### config.mk
export PLATFORM = sky130hd
export DESIGN_NAME = uist_ctrl
export DESIGN_NICKNAME = d
export VERILOG_FILES = /design/src/hdl/uist_pkg.sv /design/src/hdl/uist_ctrl.sv
export SDC_FILE = /design/constraint.sdc
export NUM_CORES = 1
export LEC_CHECK = 0
export ABC_AREA = 1
export ABC_CLOCK_PERIOD_IN_PS = 1800
export BUFFER_PORTS_ARGS = -buffer_cell sky130_fd_sc_hd__buf_2
export CORE_AREA = 3 3 40 42
export CTS_CLUSTER_DIAMETER = 40
export DETAILED_ROUTE_END_ITERATION = 6
export DIE_AREA = 0 0 43 45
export SLEW_MARGIN = 20
export SYNTH_ARGS = -nofsm -noshare
export SYNTH_HDL_FRONTEND = slang
export SYNTH_SLANG_ARGS = --single-unit
export TNS_END_PERCENT = 20
### constraint.sdc
create_clock -name clk -period 1.8 [get_ports clk]
set_input_delay 0.09 -clock clk [delete_from_list [all_inputs] [get_ports clk]]
set_output_delay 0.09 -clock clk [all_outputs]
set_load 0.02 [all_outputs]
### src/hdl/uist_pkg.sv
`timescale 1ns / 1ps
`default_nettype none

package uist_pkg;

  localparam int DATA_W  = 32;
  localparam int COUNT_W = 8;
  localparam int CMD_W   = 2;

  // Command codes; any other code behaves as a membership test
  localparam logic [CMD_W-1:0] CMD_ADD    = 2'd0;
  localparam logic [CMD_W-1:0] CMD_REMOVE = 2'd1;
  localparam logic [CMD_W-1:0] CMD_TEST   = 2'd2;

  typedef struct packed {
    logic [CMD_W-1:0]         cmd;
    logic signed [DATA_W-1:0] value;
  } in_t;

  typedef struct packed {
    logic                     found;
    logic                     status;
    logic [COUNT_W-1:0]       count;
    logic                     is_empty;
    logic signed [DATA_W-1:0] min_value;
    logic                     min_valid;
  } out_t;

  // Controller to datapath
  typedef struct packed {
    logic load;      // capture the input transaction, clear the scan state
    logic scan_rd;   // read the entry at the scan index, advance the index
    logic commit;    // end of scan: append on add, latch the outcome flags
    logic rd_last;   // read the last used entry
    logic move;      // copy the last entry into the removed slot, shrink
    logic out_load;  // load the result register
  } dp_cmd_t;

  // Datapath to controller
  typedef struct packed {
    logic more;       // scan index is below the fill count
    logic scan_vld;   // a scan read is still in flight
    logic do_remove;  // remove command whose value was found
  } dp_sts_t;

endpackage

`default_nettype wire

### src/hdl/uist_ctrl.sv
`timescale 1ns / 1ps
`default_nettype none

module uist_ctrl (
  input  logic              clk,
  input  logic              rst_n,
  input  logic              in_valid,
  output logic              in_stall,
  output logic              out_valid,
  input  logic              out_stall,
  output uist_pkg::dp_cmd_t cmd_o,
  input  uist_pkg::dp_sts_t sts_i
);
  import uist_pkg::*;

  localparam logic [2:0] S_IDLE   = 3'd0;
  localparam logic [2:0] S_SCAN   = 3'd1;
  localparam logic [2:0] S_RDLAST = 3'd2;
  localparam logic [2:0] S_MOVE   = 3'd3;
  localparam logic [2:0] S_RESULT = 3'd4;

  logic [2:0] state_r;
  logic [2:0] state_nxt;
  logic       out_valid_r;
  logic       out_free;

  assign out_free  = !out_valid_r || !out_stall;
  assign in_stall  = (state_r != S_IDLE);
  assign out_valid = out_valid_r;

  always_comb begin
    state_nxt = state_r;
    cmd_o     = '0;
    unique case (state_r)
      S_IDLE: begin
        if (in_valid) begin
          cmd_o.load = 1'b1;
          state_nxt  = S_SCAN;
        end
      end
      S_SCAN: begin
        if (sts_i.more) begin
          cmd_o.scan_rd = 1'b1;
        end else if (!sts_i.scan_vld) begin
          cmd_o.commit = 1'b1;
          state_nxt    = sts_i.do_remove ? S_RDLAST : S_RESULT;
        end
      end
      S_RDLAST: begin
        cmd_o.rd_last = 1'b1;
        state_nxt     = S_MOVE;
      end
      S_MOVE: begin
        cmd_o.move = 1'b1;
        state_nxt  = S_RESULT;
      end
      S_RESULT: begin
        // Hold until the result register is free or drains this cycle
        if (out_free) begin
          cmd_o.out_load = 1'b1;
          state_nxt      = S_IDLE;
        end
      end
      default: begin
        state_nxt = S_IDLE;
      end
    endcase
  end

  always_ff @(posedge clk) begin
    if (!rst_n) begin
      state_r     <= S_IDLE;
      out_valid_r <= 1'b0;
    end else begin
      state_r <= state_nxt;
      if (cmd_o.out_load) begin
        out_valid_r <= 1'b1;
      end else if (!out_stall) begin
        out_valid_r <= 1'b0;
      end
    end
  end

endmodule

`default_nettype wire

==> results of run 1 <==
## stage by stage
step	hold slack, ps	instances
after CTS	68.8	78
after global placement	311	75
final	75.9	78
after floorplan	188	46
after detailed placement	310	75
after global routing	120	78
## synth_stat cells
| cell | count |
|---|---|
| nand3_1 | 1 |
| o211ai_2 | 1 |
| nand2_1 | 6 |
| nand2_2 | 1 |
| nand3_2 | 3 |
| dfxtp_1 | 4 |
| o21ai_1 | 3 |
| inv_2 | 2 |
| nor2_2 | 4 |
| nor2_1 | 8 |
| a21oi_2 | 1 |
| inv_1 | 10 |
| nor3_1 | 1 |
| a21oi_1 | 1 |
## worst max path at each step
| stage | depth (start not counted) | slack, ps | endpoint | startpoint |
|---|---|---|---|---|
| floorplan | 5 | 670 | state_r[1] | state_r[0] |
| global placement | 7 | 780 | state_r[2] | state_r[2] |
| detailed placement | 7 | 760 | state_r[2] | state_r[2] |
| CTS | 4 | 570 | cmd_o[2] | state_r[0] |
| global route | 4 | 460 | cmd_o[3] | state_r[2] |
| finish | 4 | 600 | cmd_o[3] | state_r[2] |
## final cells by class
class	count	area, µm²
Clock buffer	3	22.5
Fill cell	152	883
Inverter	12	45.0
Multi-Input combinational cell	30	165
Sequential cell	4	80.1
Tap cell	15	18.8
Timing Repair Buffer	14	70.1
## worst max-delay path: stages (launching register included)
cell	delay [ps]
dfxtp_1	350
inv_1	100
nand3_2	120
nor3_1	130
buf_2	190
## state kept, by name, indices dropped and copies added, names as in the netlist
| signal | flops |
|---|---|
| state_r | 3 |
| out_valid | 1 |
## cells by family (layout without fill, tap and decap cells)
logic type	count (synthesis)	after routing	share of synthesized area
AO/OA/AOI/OAI	6	6	0.142
buffers and inverters	12	29	0.155
flip-flops	4	4	0.276
AND/OR/NAND/NOR	24	24	0.427
## per-layer routing
layer / global-route usage / vias up / share of wire
li1: - / 175 / -
met1: 0.0699 / 132 / 0.41
met2: 0.123 / 7 / 0.52
met3: 0.0359 / 0 / 0.072
met4: 0.0542 / 0 / 0
met5: 0 / - / 0
## power by group
part,internal [mW],leakage (nW),switching [mW]
Sequential,0.117,0.0328,0.0317
Combinational,0.123,0.191,0.227
Clock,0.0741,0.0138,0.0305
Total,0.314,0.238,0.289
==> flow_summary.json, run 1 <==
{
  "syn_area_um2": 290,
  "power_density_nw_per_um2": 1500,
  "ant_nets": 0,
  "power.total_mw": 0.603,
  "grt_max_degree": 7,
  "initial_core_util": 0.226,
  "n_antenna_cell": 0,
  "grt_pass1_wl_um": 993,
  "synthCells": 46,
  "final_nets": 72,
  "synthesis.nets": 53,
  "arrival_ps": 1110,
  "layout_common_cells": "buf_2, inv_1, nor2_1",
  "drt_pass1_iterations": 4,
  "outcome": "complete, no violations",
  "rr_startpoint": "state_r[2]",
  "placed_cell_area_um2": 379,
  "rows": 13,
  "grt_use_total": 0.0733,
  "cts_buffers": 3,
  "finish.utilization": 0.313,
  "cts_tree": "yes",
  "maxCapViolCount": 0,
  "p_leak_nw": 0.238,
  "dieArea_um2": 1940,
  "fin_skew_ps": 0.792,
  "reg2regPathDepth": 7,
  "syn2layout_area_growth_pct": 38.4,
  "yosys_warnings": 0,
  "fmax_mhz": 833,
  "clkTransAtPathRegs_ps": 30,
  "grt.overflow.total": 0,
  "fin_crit_sh": 0.667,
  "ir_drop_v": 0.000479,
  "ys_ff_latch": 4,
  "gp_congestion": 0.700,
  "grt_pass1_vias": 276,
  "holdPathStages": 3,
  "ys_top_cells_by_area": "dfxtp_1, inv_1, nand3_2",
  "yosysSeqAreaShare": 0.276,
  "io_pins": 15,
  "core-area_um2": 1280,
  "vias_per_cell": 4.03,
  "cts_hold_buf": 0,
  "ys_types": 14,
  "layout_commonest_cell": "buf_2",
  "ctsLongestPathBuffers": 2,
  "min_from": "rst_n",
  "critPathMaxFanout": 5,
  "tightest_slew_ps": 198,
  "routed_wl_um": 599,
  "cts_max_level": 1,
  "tns_ps": 0,
  "root_buffer": "clkbuf_4",
  "fin_ws_ps": 600,
  "r2r_end": "state_r[2]",
  "fin_crit_ps": 1200,
  "post_cts_buffers": 0,
  "setup_viol": 0,
  "hold_viol": 0,
  "maxSlewViolCount": 0,
  "layout-drive-gt1-share": 0.460,
  "stdcell_area_um2": 402,
  "yosysTopAreaCell": "dfxtp_1",
  "post-place-ws_ps": 758,
  "syn_avg_cell_area_um2": 6.31,
  "hold_end": "state_r[0]",
  "dieHeight_um": 45,
  "drt_first_iter_violations": 5,
  "grt_setup_unrepaired": "no",
  "critPathKind": "flop to primary output",
  "clk-insertion-delay-late_ps": 230,
  "cts_resized": 0,
  "post-route-drc-count": 0,
  "r2r_setup_slack_ps": 770,
  "route.vias.total": 314,
  "routedWlPerCell_um": 7.68,
  "slew_headroom": 0.868,
  "required_ps": 1710,
  "io_buffers": 14,
  "hold_class": "primary input to flop",
  "cp-end-kind": "primary output",
  "synth_top_cell_area_share": 0.276,
  "critPathLaunchType": "flop",
  "antenna_found_initial": 0,
  "dp_hpwl_um": 543,
  "die_w_um": 43,
  "cts_sinks": 4
}
(Power assumes the default switching activity.)
==> inputs of run 2 (changes only) <==
Settings changed: ABC_AREA 1 to 0, ABC_CLOCK_PERIOD_IN_PS 1800 to 1000.
Clock period 1.8 ns to 1 ns, I/O delays scaled along.
==> run 2 against run 1 <==
The flow now finishes with violations (setup timing). Clock power grew 95%. Clock skew grew 1.3 ps. Final area is the same. Utilization is the same. Worst hold slack gained 3.2 ps. Synthesized cell count shrank 35%. Combinational power shrank 67%. First-iteration DRC count shrank 80%. Worst setup slack lost 820 ps. Sequential share of layout area grew 1.6 points. Sequential cell count is the same. Register-to-register slack lost 700 ps. Largest power group is now clock. Highest routed layer unchanged.
==> flow_summary.json, run 2 <==
{
  "post_cts_buffers": 0,
  "arrival_ps": 1170,
  "critPathTopFamily": "simple AND/OR/NAND/NOR gates",
  "core-area_um2": 1280,
  "power_density_nw_per_um2": 1240,
  "p_switching_mw": 0.141,
  "grt_use_total": 0.0724,
  "critPathMaxFanout": 6,
  "tightest_slew_ps": 231,
  "grt_max_degree": 7,
  "layout_commonest_cell": "buf_2",
  "dieArea_um2": 1940,
  "critPathKind": "flop to primary output",
  "layout-drive-gt1-share": 0.592,
  "grt_pass1_vias": 249,
  "fin_crit_sh": 1.22,
  "rr_startpoint": "state_r[2]",
  "drt_first_iter_violations": 1,
  "yosysSeqAreaShare": 0.352,
  "rows": 13,
  "yosysTopAreaCell": "dfxtp_1",
  "nFillCells": 147,
  "cts_sinks": 4,
  "route.vias.total": 269,
  "grt.overflow.total": 0,
  "intPower_mw": 0.356,
  "cp-end-kind": "primary output",
  "hold_end": "out_valid",
  "fmax_mhz": 822,
  "slew_headroom": 0.846,
  "ys_ff_latch": 4,
  "yosys-top-cells-count": "dfxtp_1, nor2_1, a21oi_1, inv_1",
  "use_met2": 0.0928,
  "pwr-share-comb": 0.231,
  "grtUsageMet1": 0.0819,
  "grt_pass1_wl_um": 979,
  "path_cells": "or3_4, nor2_4, buf_6",
  "io_pins": 15,
  "critical-path-slowest-cell": "or3_4",
  "r2r_setup_slack_ps": 70,
  "power.total_mw": 0.497,
  "synth_top_family_by_area": "simple AND/OR/NAND/NOR gates",
  "synth_compound_area_frac": 0.165,
  "seqPwrFrac": 0.357,
  "gp_congestion": 0.683,
  "violations": "setup timing",
  "io_buffers": 14,
  "maxCapViolCount": 0,
  "synthAdderAreaFrac": 0,
  "synthesis.nets": 37,
  "min_from": "out_stall",
  "path_buf_inv": 1,
  "synth_xor_area_frac": 0,
  "final_nets": 58,
  "cts_buffers": 3,
  "hold_class": "primary input to flop",
  "grt_setup_unrepaired": "yes",
  "synth_top_cell_area_share": 0.352,
  "power.share.clock": 0.411,
  "syn_area_um2": 228,
  "synth-edff-count": 0,
  "largest-register": "state_r",
  "root_buffer": "clkbuf_4",
  "die_w_um": 43,
  "routed_wl_um": 615,
  "ys_types": 17,
  "critPathLaunchType": "flop",
  "p_leak_nw": 0.180,
  "globalRoute.busiestLayer": "met2",
  "maxSlewViolCount": 0,
  "cts_tree": "yes",
  "synthArstFlopShare": 0,
  "outcome": "finished, violations left",
  "routedWlPerCell_um": 9.61,
  "synthMuxAreaShare": 0,
  "ant_nets": 0,
  "syn2layout_area_growth_pct": 76.4,
  "fin_ws_ps": -216,
  "clkTransAtPathRegs_ps": 40,
  "ys_top_cells_by_area": "dfxtp_1, a21oi_1, nor2_1",
  "synthSimpleGateAreaFrac": 0.434,
  "r2r_end": "state_r[0]",
  "vias_per_cell": 4.20,
  "initial_core_util": 0.177,
  "clk-insertion-delay-late_ps": 240,
  "cts_hold_buf": 0,
  "finish.utilization": 0.313,
  "cts_max_level": 1,
  "n_antenna_cell": 0,
  "synthCells": 30,
  "syn_avg_cell_area_um2": 7.59,
  "holdPathStages": 3,
  "drt_pass1_iterations": 4,
  "reg2regPathDepth": 3,
  "fin_skew_ps": 2.09,
  "yosys_warnings": 0,
  "ctsLongestPathBuffers": 2,
  "ys.flop_type": "dfxtp_1",
  "post-place-ws_ps": -13.1,
  "required_ps": 950,
  "dieHeight_um": 45,
  "antenna_found_initial": 0,
  "layout_common_cells": "buf_2, buf_4",
  "swShare": 0.284,
  "post-route-drc-count": 0,
  "ir_drop_v": 0.000473,
  "max_stage_delay_ps": 380,
  "hold_viol": 0,
  "largest_reg_flops": 3,
  "setup_viol": 6,
  "fin_crit_ps": 1220,
  "use_met3": 0.0518
}
run 2: cell types whose count changed after synthesis, moves of 3 or more:
| cell | before | now |
|---|---|---|
| nand2_1 | 6 | 2 |
| o21ai_1 | 3 | 0 |
| nand3_2 | 3 | 0 |
| nor2_2 | 4 | 1 |
| nor2_1 | 8 | 4 |
| inv_1 | 10 | 3 |
run 2: worst max-delay path by stage:
stage,from,endpoint,slack [ps],cells past startpoint
5_1_grt,state_r[1],cmd_o[5],-260,3
2_1_floorplan,state_r[1],cmd_o[5],-30,2
3_3_place_gp,state_r[0],cmd_o[5],3,3
4_1_cts,state_r[1],cmd_o[5],-220,3
3_5_place_dp,state_r[0],cmd_o[5],-10,3
6_report,state_r[1],cmd_o[5],-220,3
run 2: kinds of logic after synthesis:
group | Yosys count
simple gates | 17
compound gates | 6
flops | 4
buf+inv | 3
run 2: what timing repair did:
| action | 4_1_cts | 5_1_grt |
|---|---|---|
| setup endpoints to repair | 7 | 7 |
| endpoints found under the hold margin | 0 | 0 |
| pin swaps | 3 | 0 |
| gates resized for setup | 12 | 3 |
run 2: metal layers:
layer | routed length [µm] | part of all wire
met1 | 273 | 0.44
met2 | 265 | 0.43
met3 | 77 | 0.13
met4 | 0 | 0
met5 | 0 | 0
run 2: worst register-to-register path, cell delays in order, from the launching register on:
cell and delay (ps):
dfxtp_2 320, buf_4 130, nand2b_1 150, a221oi_1 210
run 2: per-stage QoR:
stage | TNS (ps) | hold WS (ps) | cell area, µm² | instances
final | -869 | 79.1 | 402 | 64
after global routing | -1250 | 84.0 | 402 | 64
after CTS | -943 | 69.4 | 394 | 64
after detailed placement | -13.1 | 322 | 337 | 61
after global placement | 0 | 325 | 337 | 61
after floorplan | -35.8 | 181 | 233 | 30
run 2: area by class of cell:
cell class,count,area (µm²),share of cell area
multi-input combinational,23,159,0.396
timing repair buffer,16,104,0.259
inverter,3,11.3,0.0280
sequential,4,86.3,0.215
clock buffer,3,22.5,0.0561
tap,15,18.8,0.0467
run 2: power groups by stage:
stage | combinational (mW) | clock, mW | sequential (mW)
after floorplan | 0.0584 | 0 | 0.176
after global placement | 0.0981 | 0 | 0.176
after detailed placement | 0.0978 | 0 | 0.176
after CTS | 0.113 | 0.215 | 0.177
after global routing | 0.123 | 0.222 | 0.179
final | 0.115 | 0.205 | 0.177
